==> src/design/mcd_pkg.sv <==
`default_nettype none

package mcd_pkg;

   // default number of debounced channels
   localparam int CHANNELS_DEFAULT = 5;

   // lockout register
   localparam int          LOCKOUT_W     = 8;
   localparam logic [7:0]  LOCKOUT_RESET = 8'd200;

   // item kinds on the request channel
   typedef enum logic {
      ACT_TICK = 1'b0,
      ACT_POLL = 1'b1
   } action_type;

   // width of a channel number for a given channel count
   function automatic int chan_idx_width(input int channels);
      return (channels > 1) ? $clog2(channels) : 1;
   endfunction

endpackage

`default_nettype wire

==> src/design/mcd_skid.sv <==
`default_nettype none

module mcd_skid
   import mcd_pkg::*;
#(
   parameter int WIDTH = 8
) (
   input  wire logic             clock,
   input  wire logic             reset,
   input  wire logic             in_valid,
   output logic                  in_ready,
   input  wire logic [WIDTH-1:0] in_data,
   output logic                  out_valid,
   input  wire logic             out_ready,
   output logic      [WIDTH-1:0] out_data
);

   logic             out_valid_ff;
   logic             out_valid_in;
   logic [WIDTH-1:0] out_data_ff;
   logic [WIDTH-1:0] out_data_in;
   logic             skid_valid_ff;
   logic             skid_valid_in;
   logic [WIDTH-1:0] skid_data_ff;
   logic [WIDTH-1:0] skid_data_in;
   logic             in_xfer;
   logic             out_xfer;

   // the skid stage takes one transfer while the output waits
   assign in_ready  = !skid_valid_ff;
   assign in_xfer   = in_valid && !skid_valid_ff;
   assign out_xfer  = out_valid_ff && out_ready;
   assign out_valid = out_valid_ff;
   assign out_data  = out_data_ff;

   // next state of the output and skid registers
   always_comb begin
      out_valid_in  = out_valid_ff;
      out_data_in   = out_data_ff;
      skid_valid_in = skid_valid_ff;
      skid_data_in  = skid_data_ff;
      if (skid_valid_ff) begin
         if (out_xfer) begin
            out_data_in   = skid_data_ff;
            skid_valid_in = 1'b0;
         end
      end else if (in_xfer) begin
         if (!out_valid_ff || out_xfer) begin
            out_valid_in = 1'b1;
            out_data_in  = in_data;
         end else begin
            skid_valid_in = 1'b1;
            skid_data_in  = in_data;
         end
      end else if (out_xfer) begin
         out_valid_in = 1'b0;
      end
   end

   // control flags
   always_ff @(posedge clock) begin
      if (reset) begin
         out_valid_ff  <= 1'b0;
         skid_valid_ff <= 1'b0;
      end else begin
         out_valid_ff  <= out_valid_in;
         skid_valid_ff <= skid_valid_in;
      end
   end

   // payload, no reset
   always_ff @(posedge clock) begin
      out_data_ff  <= out_data_in;
      skid_data_ff <= skid_data_in;
   end

endmodule

`default_nettype wire

==> src/design/multichannel_change_debouncer_top.sv <==
// each result is registered: it goes to the output register, or to the skid stage while the output is stalled
// one item per cycle while req_ready is high; a skid stage holds one result while rsp_ready is low
// the request side stalls only when both the output and the skid stage are full
// reset (synchronous, active high) clears committed levels, lockout counter and pending
// change, empties the result stages, and sets the lockout register to 200
`default_nettype none

module multichannel_change_debouncer_top
   import mcd_pkg::*;
#(
   parameter int CHANNELS = CHANNELS_DEFAULT,
   localparam int CW = chan_idx_width(CHANNELS)
) (
   input  wire logic                 clock,
   input  wire logic                 reset,
   input  wire logic                 req_valid,
   output logic                      req_ready,
   input  wire logic                 req_action,
   input  wire logic [CHANNELS-1:0]  req_pin_levels,
   output logic                      rsp_valid,
   input  wire logic                 rsp_ready,
   output logic                      rsp_report_valid,
   output logic      [CW-1:0]        rsp_report_channel,
   output logic                      rsp_report_level,
   output logic      [CHANNELS-1:0]  rsp_stable_levels,
   output logic                      rsp_locked,
   input  wire logic                 csr_wr_en,
   input  wire logic [LOCKOUT_W-1:0] csr_wr_data
);

   localparam int RW = CW + CHANNELS + 3;

   logic [LOCKOUT_W-1:0] lockout_ticks_ff;
   logic [CHANNELS-1:0]  committed_ff;
   logic [CHANNELS-1:0]  committed_in;
   logic [LOCKOUT_W-1:0] count_ff;
   logic [LOCKOUT_W-1:0] count_in;
   logic                 pend_valid_ff;
   logic                 pend_valid_in;
   logic [CW-1:0]        pend_chan_ff;
   logic [CW-1:0]        pend_chan_in;
   logic                 pend_level_ff;
   logic                 pend_level_in;

   logic                 req_xfer;
   logic                 rep_valid;
   logic [CW-1:0]        rep_chan;
   logic                 rep_level;
   logic [CHANNELS-1:0]  after_commit;
   logic [CHANNELS-1:0]  diff;
   logic                 found;
   logic [CW-1:0]        found_chan;
   logic                 found_level;
   logic [RW-1:0]        result;
   logic [RW-1:0]        rsp_data;

   assign req_xfer = req_valid && req_ready;

   // lockout register
   always_ff @(posedge clock) begin
      if (reset) begin
         lockout_ticks_ff <= LOCKOUT_RESET;
      end else if (csr_wr_en) begin
         lockout_ticks_ff <= csr_wr_data;
      end
   end

   // committed levels after a possible commit of the pending change
   assign after_commit = pend_valid_ff
                       ? (committed_ff ^ (CHANNELS'(1) << pend_chan_ff))
                       : committed_ff;
   assign diff = req_pin_levels ^ after_commit;

   // lowest differing channel wins
   always_comb begin
      found       = 1'b0;
      found_chan  = '0;
      found_level = 1'b0;
      for (int i = CHANNELS - 1; i >= 0; i--) begin
         if (diff[i]) begin
            found       = 1'b1;
            found_chan  = CW'(i);
            found_level = req_pin_levels[i];
         end
      end
   end

   // next state and result for one item
   always_comb begin
      committed_in  = committed_ff;
      count_in      = count_ff;
      pend_valid_in = pend_valid_ff;
      pend_chan_in  = pend_chan_ff;
      pend_level_in = pend_level_ff;
      rep_valid     = 1'b0;
      rep_chan      = '0;
      rep_level     = 1'b0;
      if (req_action == ACT_TICK) begin
         if (count_ff != '0) begin
            count_in = count_ff - LOCKOUT_W'(1);
         end
      end else if (count_ff == '0) begin
         committed_in = after_commit;
         if (pend_valid_ff) begin
            rep_valid     = 1'b1;
            rep_chan      = pend_chan_ff;
            rep_level     = pend_level_ff;
            pend_valid_in = 1'b0;
         end
         if (found) begin
            pend_valid_in = 1'b1;
            pend_chan_in  = found_chan;
            pend_level_in = found_level;
            count_in      = lockout_ticks_ff;
         end
      end
   end

   // debouncer state, updated on each request transfer
   always_ff @(posedge clock) begin
      if (reset) begin
         committed_ff  <= '0;
         count_ff      <= '0;
         pend_valid_ff <= 1'b0;
         pend_chan_ff  <= '0;
         pend_level_ff <= 1'b0;
      end else if (req_xfer) begin
         committed_ff  <= committed_in;
         count_ff      <= count_in;
         pend_valid_ff <= pend_valid_in;
         pend_chan_ff  <= pend_chan_in;
         pend_level_ff <= pend_level_in;
      end
   end

   assign result = {rep_valid, rep_chan, rep_level, committed_in, (count_in != '0)};

   // result register with skid stage
   mcd_skid #(
      .WIDTH(RW)
   ) u_skid (
      .clock     (clock),
      .reset     (reset),
      .in_valid  (req_valid),
      .in_ready  (req_ready),
      .in_data   (result),
      .out_valid (rsp_valid),
      .out_ready (rsp_ready),
      .out_data  (rsp_data)
   );

   assign {rsp_report_valid, rsp_report_channel, rsp_report_level,
           rsp_stable_levels, rsp_locked} = rsp_data;

endmodule

`default_nettype wire

==> config.mk <==
export PLATFORM = sky130hd
export DESIGN_NAME = multichannel_change_debouncer_top
export DESIGN_NICKNAME = d
export VERILOG_FILES = /design/src/design/mcd_pkg.sv /design/src/design/mcd_skid.sv /design/src/design/multichannel_change_debouncer_top.sv
export SDC_FILE = /design/constraint.sdc
export NUM_CORES = 1
export LEC_CHECK = 0
export BUFFER_PORTS_ARGS = -buffer_cell sky130_fd_sc_hd__buf_4
export CORE_UTILIZATION = 56
export DETAILED_ROUTE_END_ITERATION = 10
export PLACE_DENSITY = 0.77
export SYNTH_ARGS = -nofsm -noshare
export SYNTH_HDL_FRONTEND = slang
export SYNTH_SLANG_ARGS = --single-unit
export TNS_END_PERCENT = 30
==> constraint.sdc <==
create_clock -name clock -period 5.3 [get_ports clock]
set_input_delay 0.795 -clock clock [delete_from_list [all_inputs] [get_ports clock]]
set_output_delay 0.795 -clock clock [all_outputs]
set_load 0.1 [all_outputs]
==> reports/qor.yml <==
swShare_pct: 33.8
vias_per_cell: 5.85
post_cts_resized: 0
grt_use_total_pct: 22.3
fp.dieW_um: 70.3
multi_input_area_um2: 1310
worst_pin_slew_ns: 1.07
required_ns: 5.50
slowest_stage: "nor3_2"
post-route-min-period_ns: 2.76
vias: 1982
ir_worst_vdd_v: 0.000162
clockBufferDepth: 2
netlist_area_um2: 2610
ys_ff_latch: 50
hpwl_mm: 3.60
worstHoldPathType: "reg -> reg"
synth.yosys.seq_area_share_pct: 46.8
numCtsBuffers: 5
overflow: 0
fill_cells: 361
rows: 24
share_comb_of_total_power_pct: 23.8
skew_ns: 0.0100
pwr-share-seq_pct: 49.4
ys_warn_count: 0
fin_setup_tns_ns: 0
path_max_fanout: 13
area_growth_pct: 13.0
ys.flop_type: "dfxtp_1"
htree_levels: 2
postCtsHoldBufs: 0
ys_types: 54
outcome: "finished clean"
period_share_pct: 52.1
synth_nets: 281
clkPwrFrac_pct: 26.8
maxCapViolCount: 0
portBuffers: 31
insertion_delay_ns: 0.31
dieArea_um2: 4940
wirelength_mm: 5.05
dieHeight_um: 70.3
place_congestion: 0.891
antenna_found_initial: 0
pin_count: 32
layout.cells.non_filler: 339
register_area_um2: 1220
clkSinkCount: 50
cp-end-kind: "register"
crit_type: "reg -> reg"
antenna_left: 0
report.final.slew_viol_count: 0
slew-limit-headroom_pct: 28.5
p_int_mw: 0.595
final_core_util_pct: 66.8
clock-root-buffer: "clkbuf_8"
synth_edf_count: 22
path_clk_slew_ns: 0.10
grt_max_degree: 30
rsz0062_at_grt: "no"
syn_avg_cell_area_um2: 10.0
dp_cells: 331
switchingPower_mw: 0.304
cts_tree: "yes"
netlist_instances: 260
powerDensity_nw_per_um2: 305
async_flop_share_pct: 0
path_cells: "inv_1, ha_1, or3b_2, nor3_2, nand2_1, a21oi_2, mux2i_1, nor2_1"
finalNetCount: 307
timing.fmax_ghz: 0.362
drt_first_pass_iters: 4
fp.coreArea_um2: 4410
arrival_ns: 2.96
initial_core_util_pct: 59.1
max_stage_delay_ns: 0.56
grt_pass1_wl_mm: 8.73
drc: 0
grt_pass1_vias: 1823
drive_above_1_share_pct: 20.6
startpoint_type: "register"
wl_per_cell_um: 14.9
finalSetupViolCount: 0
finalHoldViolCount: 0
static-leakage-power_nw: 1.09
cts_setup_buffers: 0
n_antenna_cell: 0
drt_iter0_markers: 114
==> layer usage <==
metal / wire (um) / GRT usage, % / vias to the layer above
li1: - / - / 996
met1: 2530 / 33.5 / 907
met2: 2140 / 32.7 / 74
met3: 333 / 4.47 / 5
met4: 51 / 5.56 / 0
met5: 0 / 0 / -
==> critical path: cells and delay by family (launching register included) <==
kind / cells / cell delay, ns
compound gates: 1 / 0.29
fa+ha+maj: 1 / 0.23
buf+inv: 1 / 0.12
flops: 1 / 0.36
mux: 1 / 0.21
simple gates: 4 / 1.43
==> worst paths after layout <==
kind,slack [ns],start,cells past startpoint,endpoint
setup / recovery,2.54,count_ff[0],8,pend_chan_ff[0]
hold / removal,0.50,pend_level_ff,2,pend_level_ff
setup reg to reg,2.54,count_ff[0],8,pend_chan_ff[0]
hold reg to reg,0.50,pend_level_ff,2,pend_level_ff
==> cell usage in the layout (no fill, tap or decap), drive strengths merged, types with 3 or more instances in the layout <==
| cell type | synthesis | layout |
|---|---|---|
| a211oi | 3 | 3 |
| mux2i | 8 | 8 |
| buf | 4 | 31 |
| nor2b | 4 | 4 |
| or3 | 5 | 5 |
| clkbuf | 8 | 5 |
| a211o | 3 | 3 |
| dfxtp | 28 | 28 |
| inv | 6 | 8 |
| nor3 | 15 | 15 |
| a21oi | 17 | 17 |
| mux2 | 10 | 10 |
| xor2 | 6 | 6 |
| nand2 | 23 | 23 |
| edfxtp | 22 | 22 |
| o21ai | 5 | 5 |
| xnor2 | 17 | 17 |
| nor2 | 26 | 26 |
| a311oi | 4 | 4 |
| and3 | 5 | 5 |
| a31oi | 3 | 3 |
==> cell type report <==
cell class	count	area share, %
multi-input combinational	192	44.4
clock inverter	3	0.976
clock buffer	5	2.33
timing repair buffer	31	7.89
sequential	50	41.4
inverter	6	0.764
tap	52	2.21
==> cell families (layout without fill, tap and decap cells) <==
| logic type | count (synthesis) | after routing | synth area share [%] |
|---|---|---|---|
| simple gates | 99 | 99 | 20.8 |
| fa+ha+maj | 4 | 4 | 1.73 |
| flops | 50 | 50 | 46.8 |
| xor+xnor | 23 | 23 | 7.72 |
| mux | 18 | 18 | 7.39 |
| buf+inv | 18 | 45 | 2.97 |
| compound gates | 48 | 48 | 12.6 |
==> synth_stat cells, types with 2 or more instances <==
cell	instances	area (um^2)
xor2_1	6	52.6
clkbuf_1	8	30.0
buf_2	2	10.0
o21a_1	2	15.0
mux2i_1	8	80.1
xnor2_1	17	149
maj3_1	2	20.0
and4bb_2	2	25.0
a211oi_1	3	22.5
a311oi_1	4	35.0
mux2_2	10	113
nand3_1	2	10.0
and2_1	2	12.5
a31oi_1	3	18.8
a211o_1	3	26.3
nand2_1	23	86.3
inv_1	6	22.5
or4_1	2	15.0
o21ai_0	4	20.0
nor2b_1	4	25.0
nor3_2	2	20.0
nand2b_1	2	12.5
nor2_1	26	97.6
nor3_1	12	60.1
ha_1	2	25.0
o211ai_1	2	15.0
nand4_1	2	12.5
a21oi_1	16	80.1
or3_1	5	31.3
nand4b_1	2	17.5
edfxtp_1	22	661
dfxtp_1	28	561
and3_1	5	31.3
==> sequential cells by signal, indices dropped and copies added, names as in the netlist <==
register	cells
committed_ff	5
count_ff	8
lockout_ticks_ff	8
pend_chan_ff	3
pend_level_ff	1
pend_valid_ff	1
u_skid.out_data	11
u_skid.out_valid	1
u_skid.skid_data_ff	11
u_skid.skid_valid_ff	1
==> through the flow <==
stage / power (mW) / area [um^2] / hold WS (ns) / worst slack (ns)
after global placement: 0.660 / 2850 / 0.478 / 2.48
final: 0.899 / 2950 / 0.499 / 2.54
after global routing: 0.939 / 2950 / 0.539 / 2.25
after detailed placement: 0.665 / 2850 / 0.475 / 2.35
after floorplan: 0.618 / 2610 / 0.444 / 2.84
after CTS: 0.902 / 2950 / 0.499 / 2.54
==> power by group through the flow <==
stage | sequential (mW) | clock (mW) | combinational (mW)
after floorplan | 0.501 | 0 | 0.117
after global placement | 0.452 | 0 | 0.208
after detailed placement | 0.453 | 0 | 0.211
after CTS | 0.444 | 0.244 | 0.213
after global routing | 0.449 | 0.260 | 0.230
final | 0.445 | 0.241 | 0.214
Power figures use the tool's default switching activity.
